[config.mk]
export PLATFORM = sky130hd
export DESIGN_NAME = rbd_lane
export DESIGN_NICKNAME = d
export VERILOG_FILES = /design/src/rbd_pkg.sv /design/src/rbd_lane.sv
export SDC_FILE = /design/constraint.sdc
export NUM_CORES = 1
export LEC_CHECK = 0
export BUFFER_PORTS_ARGS = -buffer_cell sky130_fd_sc_hd__buf_4
export CORE_MARGIN = 2
export CORE_UTILIZATION = 47
export CTS_CLUSTER_DIAMETER = 100
export DETAILED_ROUTE_END_ITERATION = 7
export PLACE_DENSITY = 0.79
export SYNTH_ARGS = -nofsm -noshare
export SYNTH_HDL_FRONTEND = slang
export SYNTH_SLANG_ARGS = --single-unit
[constraint.sdc]
create_clock -name clock -period 2 [get_ports clock]
set_input_delay 0.1 -clock clock [delete_from_list [all_inputs] [get_ports clock]]
set_output_delay 0.1 -clock clock [all_outputs]
set_load 0.01 [all_outputs]
[src/rbd_pkg.sv]
`default_nettype none

package rbd_pkg;

   localparam int ChanW      = 8;
   localparam int Lanes      = 4;
   localparam int PairW      = ChanW + 1;
   localparam int PixelW     = ChanW * Lanes;
   localparam int LineWordW  = PairW * Lanes;
   localparam int WidthRegW  = 13;
   localparam int HeightRegW = 15;
   localparam int RowW       = 14;
   localparam int HeightLimit = 16384;
   localparam int CsrAddrW   = 3;
   localparam int CsrDataW   = 32;

   localparam logic [CsrAddrW-1:0] ADDR_SOURCE_WIDTH  = 3'd0;
   localparam logic [CsrAddrW-1:0] ADDR_SOURCE_HEIGHT = 3'd4;

   typedef struct packed {
      logic width_one;
      logic height_one;
      logic load_held;
      logic line_write;
      logic line_read;
      logic emit;
      logic last;
   } step_type;

endpackage

`default_nettype wire

[src/rbd_lane.sv]
`default_nettype none

module rbd_lane (
   input  wire logic                       clock,
   input  wire logic [rbd_pkg::ChanW-1:0]  cur_chan,
   input  wire logic [rbd_pkg::ChanW-1:0]  held_chan,
   input  wire logic                       width_one,
   input  wire logic                       height_one,
   input  wire logic                       load,
   input  wire logic [rbd_pkg::PairW-1:0]  line_pair,
   output logic      [rbd_pkg::PairW-1:0]  pair,
   output logic      [rbd_pkg::ChanW-1:0]  avg
);

   logic [rbd_pkg::PairW-1:0]  pair_ff;
   logic [rbd_pkg::PairW:0]    sum;

   always_comb begin
      if (width_one) begin
         pair = {cur_chan, 1'b0};
      end else begin
         pair = {1'b0, held_chan} + {1'b0, cur_chan};
      end
   end

   always_ff @(posedge clock) begin
      if (load) begin
         pair_ff <= pair;
      end
   end

   always_comb begin
      if (height_one) begin
         sum = {pair_ff, 1'b0};
      end else begin
         sum = {1'b0, line_pair} + {1'b0, pair_ff};
      end
      avg = sum[rbd_pkg::PairW:2];
   end

endmodule

`default_nettype wire

### After elaboration in Yosys (flattened, before gate mapping)

Index checks and enable logic that the tools add are counted.

| operators by class | value |
|---|---|
| divide/modulo/power cells | 0 |
| bitwise operators | 0 |
| $lt $le $gt $ge | 0 |
| muxes and demuxes | 2 |
| add/subtract/negate cells | 2 |
| multiply operators | 0 |
| equal/unequal tests | 0 |
| shift-type cells | 0 |
| reduce and logical (&&, ||, !) cells | 0 |

Operator list:

| kind | count |
|---|---|
| 9-bit by 9-bit adder with 10-bit output | 1 |
| 10-bit 2-to-1 mux | 1 |
| 8-bit by 8-bit adder with 9-bit output | 1 |
| 9-bit 2-to-1 mux | 1 |

| storage, ports and cells | value |
|---|---|
| bits in registers | 9 |
| input bits | 29 |
| output and inout bits | 17 |
| memories | 0 |
| RAM bits | 0 |
| bits in latches | 0 |
| ROM bits | 0 |

### Logic depth before layout (Yosys ltp)

| depth | value |
|---|---|
| word-level depth | 2 |
| gate-level depth with buffers | 8 |
| gate-level depth less buffers | 8 |

### Worst setup path before layout

OpenSTA, ideal clock, no wires.

| timing path | value |
|---|---|
| path type | input to register |
| start | in cur_chan[0] in the netlist's numbering |
| end | reg pair_ff[6] in the netlist's numbering, data pin |
| library setup time | 257 ps |
| slack | 231 ps |
| data arrival time | 1,512 ps |
| data required time | 1,743 ps |
| stages | 8 |
| cell sequence | ha_1 > inv_1 > fa_1 > nor2b_1 > o31ai_2 > nand2b_1 > a211oi_1 > o31ai_1 |

| between the ends | value |
|---|---|
| word-level cells in the longest chain between the ends | 2 |

RTL lines:

| what | line | RTL |
|---|---|---|
| from (decl) | rbd_lane.sv:5 | `input wire logic [rbd_pkg::ChanW-1:0] cur_chan,` |
| 8-bit by 8-bit adder with 9-bit output | rbd_lane.sv:22 | `pair = {1'b0, held_chan} + {1'b0, cur_chan};` |
| 9-bit 2-to-1 mux | rbd_lane.sv:19 | `if (width_one) begin` |
| named net pair, one bit | rbd_lane.sv:11 | `output logic [rbd_pkg::PairW-1:0] pair,` |
| to (signal assigned) | rbd_lane.sv:28 | `pair_ff <= pair;` |
| to (decl) | rbd_lane.sv:15 | `logic [rbd_pkg::PairW-1:0] pair_ff;` |

The timed path passes the listed nets, and every way through them passes these cells.
A chain may end at the register's enable or synchronous reset.

### Worst setup path in the final report

| timing path | value |
|---|---|
| start | reg pair_ff[1] in the netlist's numbering |
| end | out avg[5] in the netlist's numbering |

| between the ends | value |
|---|---|
| word-level cells in the longest chain between the ends | 2 |

RTL lines:

| what | line | RTL |
|---|---|---|
| 9-bit by 9-bit adder with 10-bit output | rbd_lane.sv:36 | `sum = {1'b0, line_pair} + {1'b0, pair_ff};` |
| 10-bit 2-to-1 mux | rbd_lane.sv:33 | `if (height_one) begin` |
| to (decl) | rbd_lane.sv:12 | `output logic [rbd_pkg::ChanW-1:0] avg` |

No other way between the ends.

==> results.sh <==
export IMPL_critPathBufInv=1
export IMPL_die_area_sq_mm=0.00265
export IMPL_numCtsBuffers=3
export IMPL_grt_pass1_wl_mm=4.11
export IMPL_vdd_drop_max_mv=0.335
export IMPL_core_sq_mm=0.00217
export IMPL_arrival_ns=1.93
export IMPL_synth_area_top_cells="edfxtp_1 25%, ha_1 19%, o21ai_0 7.5%, nand2_1 6.7%, xor2_1 6.6%"
export IMPL_cts_root_buffer="clkbuf_4"
export IMPL_final_util_pct=73.4
export IMPL_first_global_vias=1012
export IMPL_numPortBuffers=45
export IMPL_yosysWarnings=0
export IMPL_rows=17
export IMPL_crit_type="flip-flop to output pin"
export IMPL_path_clk_slew_ns=0.06
export IMPL_finalCriticalPeriod_ns=2.03
export IMPL_drt_iter0_markers=17
export IMPL_grt_setup_unrepaired="true"
export IMPL_vias=1107
export IMPL_finalNetCount=223
export IMPL_slowest_delay_ns=0.45
export IMPL_crit_path_end_kind="output pin"
export IMPL_place_congestion=0.738
export IMPL_drv_slew=0
export IMPL_hpwl_mm=2.00
export IMPL_fin_crit_sh_pct=101
export IMPL_cp_data_required_time_ns=1.90
export IMPL_grtUsageTotal_pct=20.4
export IMPL_largest_register="pair_ff"
export IMPL_postPlaceCellArea_sq_mm=0.00142
export IMPL_largest_reg_flops=9
export IMPL_io_pins=46
export IMPL_worst_slew_pin_slew_ns=0.267
export IMPL_seq_area_frac_synth_pct=25.5
export IMPL_violations="negative setup slack"
export IMPL_ys_types=31
export IMPL_synth_top_area_cell="edfxtp_1"
export IMPL_initial_core_util_pct=48.9
export IMPL_cp_start_kind="flip-flop"
export IMPL_power_total_mw=0.936
export IMPL_leakage_nw=0.693
export IMPL_finalNonFillerCells=204
export IMPL_first_pass_iters=4
export IMPL_maxSlewHeadroom_pct=82.0
export IMPL_overflow=0
export IMPL_path_delay_family="compound AO/OA/AOI/OAI gates"
export IMPL_synth_top_area_share_pct=25.5
export IMPL_grt_max_degree=18
export IMPL_synthCells=126
export IMPL_worst_path_max_fanout=3
export IMPL_h_tree_depth=1
export IMPL_area_delta_synth_final_pct=50.0
export IMPL_cts_tree="done"
export IMPL_synth_area_per_cell_sq_um=8.42
export IMPL_cts_sinks=9
export IMPL_crit_chain="ha_4 -> a31o_4 -> a21oi_4 -> o31a_1 -> xor2_1 -> o21ai_1 -> buf_4"
export IMPL_antenna_found_initial=0
export IMPL_busiest_layer="met2"
export IMPL_postLayoutSetupSlackWorst_ns=-0.0272
export IMPL_top_regs="pair_ff (9)"
export IMPL_antennaDiodeCount=0
export IMPL_grt_use_met3_pct=2.59
export IMPL_drv_cap=0
export IMPL_syn_num_nets=172
export IMPL_hp_class="primary input to flip-flop"
export IMPL_wl_per_cell_um=12.7
export IMPL_status="complete, but fails checks"
export IMPL_max_freq_mhz=493
export IMPL_wl_mm=2.59
export IMPL_drive_above_1_share_pct=40.3
export IMPL_ant_nets=0
export IMPL_syn_cell_area_sq_mm=0.00106
export IMPL_met1_usage_pct=23.3
export IMPL_post_route_cell_area_sq_mm=0.00159
export IMPL_p_per_area_mw_per_mm2=588
export IMPL_dpl_worst_slack_ns=0.102
export IMPL_place_inst=196
export IMPL_finalHoldViolCount=0
export IMPL_vias_per_cell=5.43
export IMPL_crit_path_top_delay_cell="edfxtp_1"
export IMPL_cts_hold_buf=0
export IMPL_die_y_um=51.5
export IMPL_ys_ff_latch=9
export IMPL_setup_violations=5
export IMPL_die_w_um=51.5
export IMPL_post_route_drc_count=0
export IMPL_met2_usage_pct=37.0
export IMPL_clk_path_buf_depth=2
area by class of cell:
cell class / count / area [sq um]
multi-input cells: 110 / 877
fillers: 165 / 578
repair buffers: 49 / 368
flip-flops and latches: 9 / 270
well taps: 28 / 35.0
clock buffers: 4 / 26.3
inverters: 4 / 15.0
per-stage QoR:
| step | hold slack (ns) | setup TNS [ns] |
|---|---|---|
| finish | 0.124 | -0.0762 |
| global route | 0.127 | -0.691 |
| CTS | 0.124 | -0.103 |
| detailed placement | 0.389 | 0 |
| global placement | 0.390 | 0 |
| floorplan | 0.212 | 0 |
per-layer routing:
metal / wire, um / up-vias / part of all wire [%]
li1: - / 564 / -
met1: 1100 / 497 / 42
met2: 1300 / 40 / 50
met3: 146 / 6 / 5.6
met4: 49 / 0 / 1.9
met5: 0 / - / 0
path summary, 6_finish.rpt:
| kind | cells past startpoint | start | slack (ns) | to |
|---|---|---|---|---|
| worst max-delay path | 7 | pair_ff[1] | -0.03 | avg[5] |
| worst min-delay path | 1 | load | 0.12 | pair_ff[7] |
cells in the final DEF (no fill, tap or decap), types with 2 or more instances in the layout:
master	Yosys	final
xor2_1	8	8
a21oi_1	10	7
xnor2_1	3	3
a21oi_2	1	3
buf_4	0	49
edfxtp_1	9	9
o21ai_0	16	13
nand2_1	19	19
a211oi_2	2	2
inv_1	4	4
nor2b_1	3	2
clkbuf_4	0	3
ha_4	0	3
o21a_1	2	2
nor2_1	6	6
o21ai_1	4	7
nand2b_1	3	3
ha_1	16	12
logic make-up (layout without fill, tap and decap cells):
kind of cell	count (synthesis)	count (layout)	synth area share, %
XOR/XNOR	11	11	9.08
buffers and inverters	7	57	2.48
AND/OR/NAND/NOR	36	36	14.9
adder cells (fa/ha/maj)	17	17	20.8
flip-flops	9	9	25.5
AO/OA/AOI/OAI	46	46	27.4
power by group:
part           switching [mW]  internal [mW]
registers              0.0187          0.236
clock network          0.0580         0.0765
logic                   0.264          0.282
Yosys cell counts, drive strengths merged:
library cell,n
a31o,1
nand2b,3
a21boi,1
a211oi,3
edfxtp,9
nor3,3
and2,1
xor2,8
o21a,2
a21o,1
fa,1
nor2b,3
o211ai,1
ha,16
o31ai,2
clkbuf,3
a21oi,11
a41oi,1
inv,4
nand3,1
o31a,1
o21ai,21
xnor2,3
nand2,19
a31oi,1
nor2,6
timing repair:
item	CTS	global route
setup buffers	2	2
gates cloned	0	0
setup endpoints to repair	5	9
resized for setup	4	16
pin swaps	2	5
Note: power is estimated with default switching activity, not from simulation.
