**src/rbd_pkg.sv**
```systemverilog
`default_nettype none

package rbd_pkg;

   localparam int ChanW      = 8;
   localparam int Lanes      = 4;
   localparam int PairW      = ChanW + 1;
   localparam int PixelW     = ChanW * Lanes;
   localparam int LineWordW  = PairW * Lanes;
   localparam int WidthRegW  = 13;
   localparam int HeightRegW = 15;
   localparam int RowW       = 14;
   localparam int HeightLimit = 16384;
   localparam int CsrAddrW   = 3;
   localparam int CsrDataW   = 32;

   localparam logic [CsrAddrW-1:0] ADDR_SOURCE_WIDTH  = 3'd0;
   localparam logic [CsrAddrW-1:0] ADDR_SOURCE_HEIGHT = 3'd4;

   typedef struct packed {
      logic width_one;
      logic height_one;
      logic load_held;
      logic line_write;
      logic line_read;
      logic emit;
      logic last;
   } step_type;

endpackage

`default_nettype wire

```
**src/rbd_ctrl.sv**
```systemverilog
`default_nettype none

module rbd_ctrl #(
   parameter int MAX_WIDTH = 4096
) (
   input  wire logic                                  clock,
   input  wire logic                                  reset,
   input  wire logic [rbd_pkg::WidthRegW-1:0]         cfg_width,
   input  wire logic [rbd_pkg::HeightRegW-1:0]        cfg_height,
   input  wire logic                                  restart,
   input  wire logic                                  advance,
   output rbd_pkg::step_type                          step,
   output logic [((MAX_WIDTH + 1) / 2 > 1 ? $clog2((MAX_WIDTH + 1) / 2) : 1)-1:0] line_addr
);

   localparam int LineDepth = (MAX_WIDTH + 1) / 2;
   localparam int AddrW     = (LineDepth > 1) ? $clog2(LineDepth) : 1;
   localparam int WidthW    = $clog2(MAX_WIDTH + 1);
   localparam int CmpW      = (WidthW > rbd_pkg::WidthRegW) ? WidthW : rbd_pkg::WidthRegW;
   localparam int ColW      = $clog2(MAX_WIDTH);
   localparam int HW        = rbd_pkg::HeightRegW;
   localparam int RowW      = rbd_pkg::RowW;

   logic [ColW-1:0] col_ff, col_in;
   logic [RowW-1:0] row_ff, row_in;

   logic [CmpW-1:0] reg_w, eff_w, dw, col_next;
   logic [HW-1:0]   eff_h, dh, row_next, y_ext;
   logic [RowW-1:0] y;
   logic            col_wrap, row_wrap, have_pair;

   always_comb begin
      reg_w = CmpW'(cfg_width);
      priority if (reg_w == '0) begin
         eff_w = CmpW'(1);
      end else if (reg_w > CmpW'(MAX_WIDTH)) begin
         eff_w = CmpW'(MAX_WIDTH);
      end else begin
         eff_w = reg_w;
      end
      dw = eff_w >> 1;
      if (dw == '0) begin
         dw = CmpW'(1);
      end

      priority if (cfg_height == '0) begin
         eff_h = HW'(1);
      end else if (cfg_height > HW'(rbd_pkg::HeightLimit)) begin
         eff_h = HW'(rbd_pkg::HeightLimit);
      end else begin
         eff_h = cfg_height;
      end
      dh = eff_h >> 1;
      if (dh == '0) begin
         dh = HW'(1);
      end

      step.width_one  = (eff_w == CmpW'(1));
      step.height_one = (eff_h == HW'(1));
      have_pair       = step.width_one || col_ff[0];
      step.load_held  = !have_pair;
      step.line_write = have_pair && !step.height_one && !row_ff[0];
      step.line_read  = have_pair && !step.height_one && row_ff[0];
      step.emit       = have_pair && (step.height_one || row_ff[0]);

      line_addr = step.width_one ? '0 : AddrW'(col_ff >> 1);
      y         = step.height_one ? '0 : (row_ff >> 1);
      y_ext     = HW'(y);
      step.last = (CmpW'(line_addr) == dw - CmpW'(1)) && (y_ext == dh - HW'(1));

      col_next = CmpW'(col_ff) + CmpW'(1);
      row_next = HW'(row_ff) + HW'(1);
      col_wrap = (col_next >= eff_w);
      row_wrap = (row_next >= eff_h);

      col_in = col_ff;
      row_in = row_ff;
      if (restart) begin
         col_in = '0;
         row_in = '0;
      end else if (advance) begin
         if (col_wrap) begin
            col_in = '0;
            row_in = row_wrap ? '0 : row_next[RowW-1:0];
         end else begin
            col_in = col_next[ColW-1:0];
         end
      end
   end

   always_ff @(posedge clock) begin
      if (reset) begin
         col_ff <= '0;
         row_ff <= '0;
      end else begin
         col_ff <= col_in;
         row_ff <= row_in;
      end
   end

endmodule

`default_nettype wire

```
**config.mk**
```make
export PLATFORM = sky130hd
export DESIGN_NAME = rbd_ctrl
export DESIGN_NICKNAME = d
export VERILOG_FILES = /design/src/rbd_pkg.sv /design/src/rbd_ctrl.sv
export SDC_FILE = /design/constraint.sdc
export NUM_CORES = 1
export LEC_CHECK = 0
export ABC_AREA = 1
export BUFFER_PORTS_ARGS = -buffer_cell sky130_fd_sc_hd__buf_2
export CORE_ASPECT_RATIO = 1.1
export CORE_MARGIN = 2
export CORE_UTILIZATION = 30
export CTS_BUF_LIST = sky130_fd_sc_hd__clkbuf_4
export DETAILED_ROUTE_END_ITERATION = 6
export GPL_TIMING_DRIVEN = 1
export SLEW_MARGIN = 5
export SYNTH_ARGS = -nofsm -noshare
export SYNTH_HDL_FRONTEND = slang
export SYNTH_SLANG_ARGS = --single-unit
```
**constraint.sdc**
```tcl
create_clock -name clock -period 5.9 [get_ports clock]
set_input_delay 1.18 -clock clock [delete_from_list [all_inputs] [get_ports clock]]
set_output_delay 1.18 -clock clock [all_outputs]
set_load 0.02 [all_outputs]
```
Word level (Yosys, flattened, before mapping)

Index checks and enable logic that the tools add are counted.
W data, S select, Z words.

Mux-type cells: 10
Eq/ne operators: 4
Magnitude comparators: 4
Reductions and logical operators: 16
Add/sub/neg operators: 4

Operators with widths:

| cell                    | number |
|---|---|
| $mux W13                | 3 |
| $logic_not A15 Y1       | 2 |
| $mux W15                | 2 |
| $mux W14                | 2 |
| $logic_not A13 Y1       | 2 |
| $mux W12                | 2 |
| $add A14 B1 Y15 const B | 1 |
| $eq A13 B15 Y1          | 1 |
| $eq A15 B1 Y1 const B   | 1 |
| $ge A15 B15 Y1          | 1 |
| $gt A15 B15 Y1 const B  | 1 |
| $sub A15 B1 Y15 const B | 1 |
| $add A12 B1 Y13 const B | 1 |
| $eq A11 B13 Y1          | 1 |
| $eq A13 B1 Y1 const B   | 1 |
| $ge A13 B13 Y1          | 1 |
| $gt A13 B13 Y1 const B  | 1 |
| $sub A12 B1 Y13 const B | 1 |
| $mux W11                | 1 |
| $logic_and A1 B1 Y1     | 5 |
| $logic_not A1 Y1        | 3 |
| $logic_or A1 B1 Y1      | 2 |
| $reduce_and A2 Y1       | 1 |
| $reduce_or A2 Y1        | 1 |

Input port bits: 32
Register bits after elaboration: 26

Depth between registers and ports, before layout

Word-level depth: 8
Gate-level depth with buffers: 25

Worst setup path after synthesis

Ideal clock, no wire load.

Path kind: input to output
Start point: input port cfg_height[8] (netlist name)
End point: output port step[0] (netlist name)
Data required time: 4.720 ns
Setup slack: 1.179 ns
Arrival time: 3.541 ns
Path buffers: 1
Cell stages on the path: 25
Cell sequence: nor2_1 > nand2_1 > nor2_1 > nand2_1 > nand2_2 > o21ai_1 > nand2_1 > nor2_1 > nand2_2 > buf_4 > nand2_1 > inv_1 > ha_1 > nand2_1 > nor2_1 > nand2_1 > nand2_1 > nand2_1 > nand2_1 > nand2_1 > nor2_1 > nand2_1 > nor2_1 > nand3_1 > nor2_1

RTL lines:

| element         | RTL line       | text |
|---|---|---|
| start, declared | rbd_ctrl.sv:9  | `input wire logic [rbd_pkg::HeightRegW-1:0] cfg_height,` |
| end, declared   | rbd_ctrl.sv:12 | `output rbd_pkg::step_type step,` |

==> metrics.yaml <==
timing:
  fin_ws_ps: 543.4
  period_share: 0.9079
  fmax_mhz: 186.7
  finalSetupTns_ps: 0
  fin_crit_ps: 5357
  hold_violations: 0
  skew_ps: 1.995
  setup_viol: 0
  maxSlewViolCount: 0
  tightestPinTransition_ps: 781.6
  fin_hold_ws_ps: 498.7
  rsz0062_at_grt: "false"
  slew-limit-headroom: 0.4770
power_and_ir_drop:
  p_leak_uw: 0.002068
  ir_worst_vdd_mv: 0.07479
  p_per_area_nw_per_um2: 121.0
synthesis:
  yosys-top-cells-count: "175 x nand2_1, 80 x inv_1, 71 x nor2_1"
  yosysMostFrequentCell: "nand2_1"
  synth-seq-cells: 26
  synth-seq-area-share: 0.1475
  synth.avg_cell_area_um2: 5.796
  syn-num-nets: 673
  synth_top_flop_cell: "dfxtp_1"
  ys_async_sr_fraction: 0
  ys_warn_count: 0
  yosysTopAreaCellShare: 0.1861
  synthDistinctLibCells: 42
  yosysTopAreaCell: "nand2_1"
  synth_area_leaders: "nand2_1 19%, dfxtp_1 15%, ha_1 11%"
  synthCells: 609
  syn_area_um2: 3530
  synth_edf_count: 0
setup_path:
  critPathLaunch: "cfg_height[12]"
  r2r-start: "col_ff[0]"
  crit_fanout: 27
  crit_required_ps: 4720
  startpoint_type: "input pin"
  arrival_ps: 4180
  crit_type: "in -> out"
  crit_path_end_kind: "primary output"
  r2r_slack_ps: 2080
grt:
  first_global_vias: 3608
  overflow: 0
  grt_max_degree: 28
  grt_pass1_wl_um: 17840
  antenna_found_initial: 0
  grt_usage: 0.1741
status:
  status: "complete, no violations"
clock_network:
  h-tree-depth: 1
  path_clk_slew_ps: 160
  cts-root-buf: "clkbuf_4"
  holdBufCountCts: 0
  cts_tree: "done"
  clock_tree.buffer_depth: 2
  cts_setup_buffers: 0
  clock_latency_ps: 340
  cts.sinks: 26
  cts_buffers: 3
  post_cts_resized: 0
routing:
  routed_wl_um: 10830
  wl_per_cell_um: 13.54
  drtPass1Iterations: 5
  drt_iter0_markers: 180
  ant_nets: 0
  vias: 3858
  drc: 0
  vias_per_cell: 4.823
finish:
  diodes: 0
  syn_to_final_growth_pct: 11.91
  finish.net_count: 715
  layout-drive-gt1-share: 0.1092
  final_cell_area_um2: 3950
floorplanning:
  core_area_um2: 11490
  die_y_um: 117.8
  rows: 41
  dieArea_um2: 12650
  start_util: 0.3072
  dieWidth_um: 107.4
  boundaryPins: 50
hold_path:
  hold_path_class: "reg -> reg"
  min_from: "col_ff[5]"
place:
  dp_hpwl_um: 9112
  pre_cts_slack_ps: 573.8
  port_buffers: 49
  routabilityCongestion: 0.9135
  dpl_cell_area_um2: 3897
job:
  drv_cap: 0
power by group:
| group | internal, µW | switching (µW) |
|---|---|---|
| Clock | 68.7 | 61.5 |
| Sequential | 178 | 2.56 |
| Combinational | 57.5 | 110 |
worst max-delay path: stages:
cell and delay, ps:
buf_2 140, nor2_1 100, nand2_1 60, nor2_1 140, nand2_1 90, nand2_2 330
nand2_1 200, nand2_1 130, nor2_1 60, nand2_2 60, nand2_1 40, inv_1 70
ha_1 200, nand2_1 120, nor2_1 340, nand3_1 150, nand2_1 90, o21ai_1 60
nand2_1 70, nand2_1 40, nor2_1 120, nand3_1 90, nor2_1 110, buf_2 170
final cells by class:
class	instances	area, µm²
Tap cell	150	187.7
Clock buffer	3	22.52
Sequential cell	26	520.5
Multi-Input combinational cell	488	2629
Fill cell	1320	7541
Timing Repair Buffer	50	252.7
Inverter	82	307.8
Clock inverter	1	30.03
state kept, by name, summed over array words and instances (netlist names):
name and count:
row_ff 14, col_ff 12
layer usage:
layer  share of wire  GRT usage
met3           0.041    0.01440
met4           0.023    0.04247
met2            0.47     0.3026
met5               0          0
met1            0.46     0.2313
cells in the final DEF (no fill, tap or decap), types with 2 or more instances in the layout:
| cell | count |
|---|---|
| nor2_2 | 2 |
| nand2_2 | 5 |
| a21oi_1 | 28 |
| ha_1 | 32 |
| inv_1 | 80 |
| nand3_2 | 2 |
| o41ai_1 | 3 |
| o21ai_0 | 28 |
| nand4_1 | 13 |
| xnor2_1 | 3 |
| o22ai_1 | 2 |
| buf_2 | 49 |
| dfxtp_1 | 26 |
| nand3_1 | 65 |
| a22oi_1 | 3 |
| xor2_1 | 21 |
| o31ai_1 | 2 |
| clkbuf_4 | 3 |
| o21ai_1 | 6 |
| inv_2 | 2 |
| o211ai_1 | 2 |
| nand3b_1 | 2 |
| nor3_1 | 8 |
| nor2_1 | 71 |
| nand2_1 | 175 |
stage by stage:
| stage | std cells | power, µW | utilization |
|---|---|---|---|
| floorplan | 609 | 298.0 | - |
| finish | 800 | 477.9 | 0.3438 |
| CTS | 800 | 478.9 | 0.3438 |
| detailed placement | 796 | 350.4 | 0.3392 |
| global route | 800 | 510.4 | 0.3438 |
| global placement | 796 | 351.2 | 0.3392 |
path summary, 6_finish.rpt:
kind         cells past startpoint        end
max                             24    step[0]
max reg2reg                     16  row_ff[6]
min reg2reg                      2  col_ff[5]
min                              2  col_ff[5]
cells by family after synthesis:
family          share of synthesized area
simple gates                       0.4346
buf+inv                            0.1078
compound gates                     0.1326
fa+ha+maj                          0.1134
flops                              0.1475
xor+xnor                          0.06417
(Power assumes the default switching activity.)
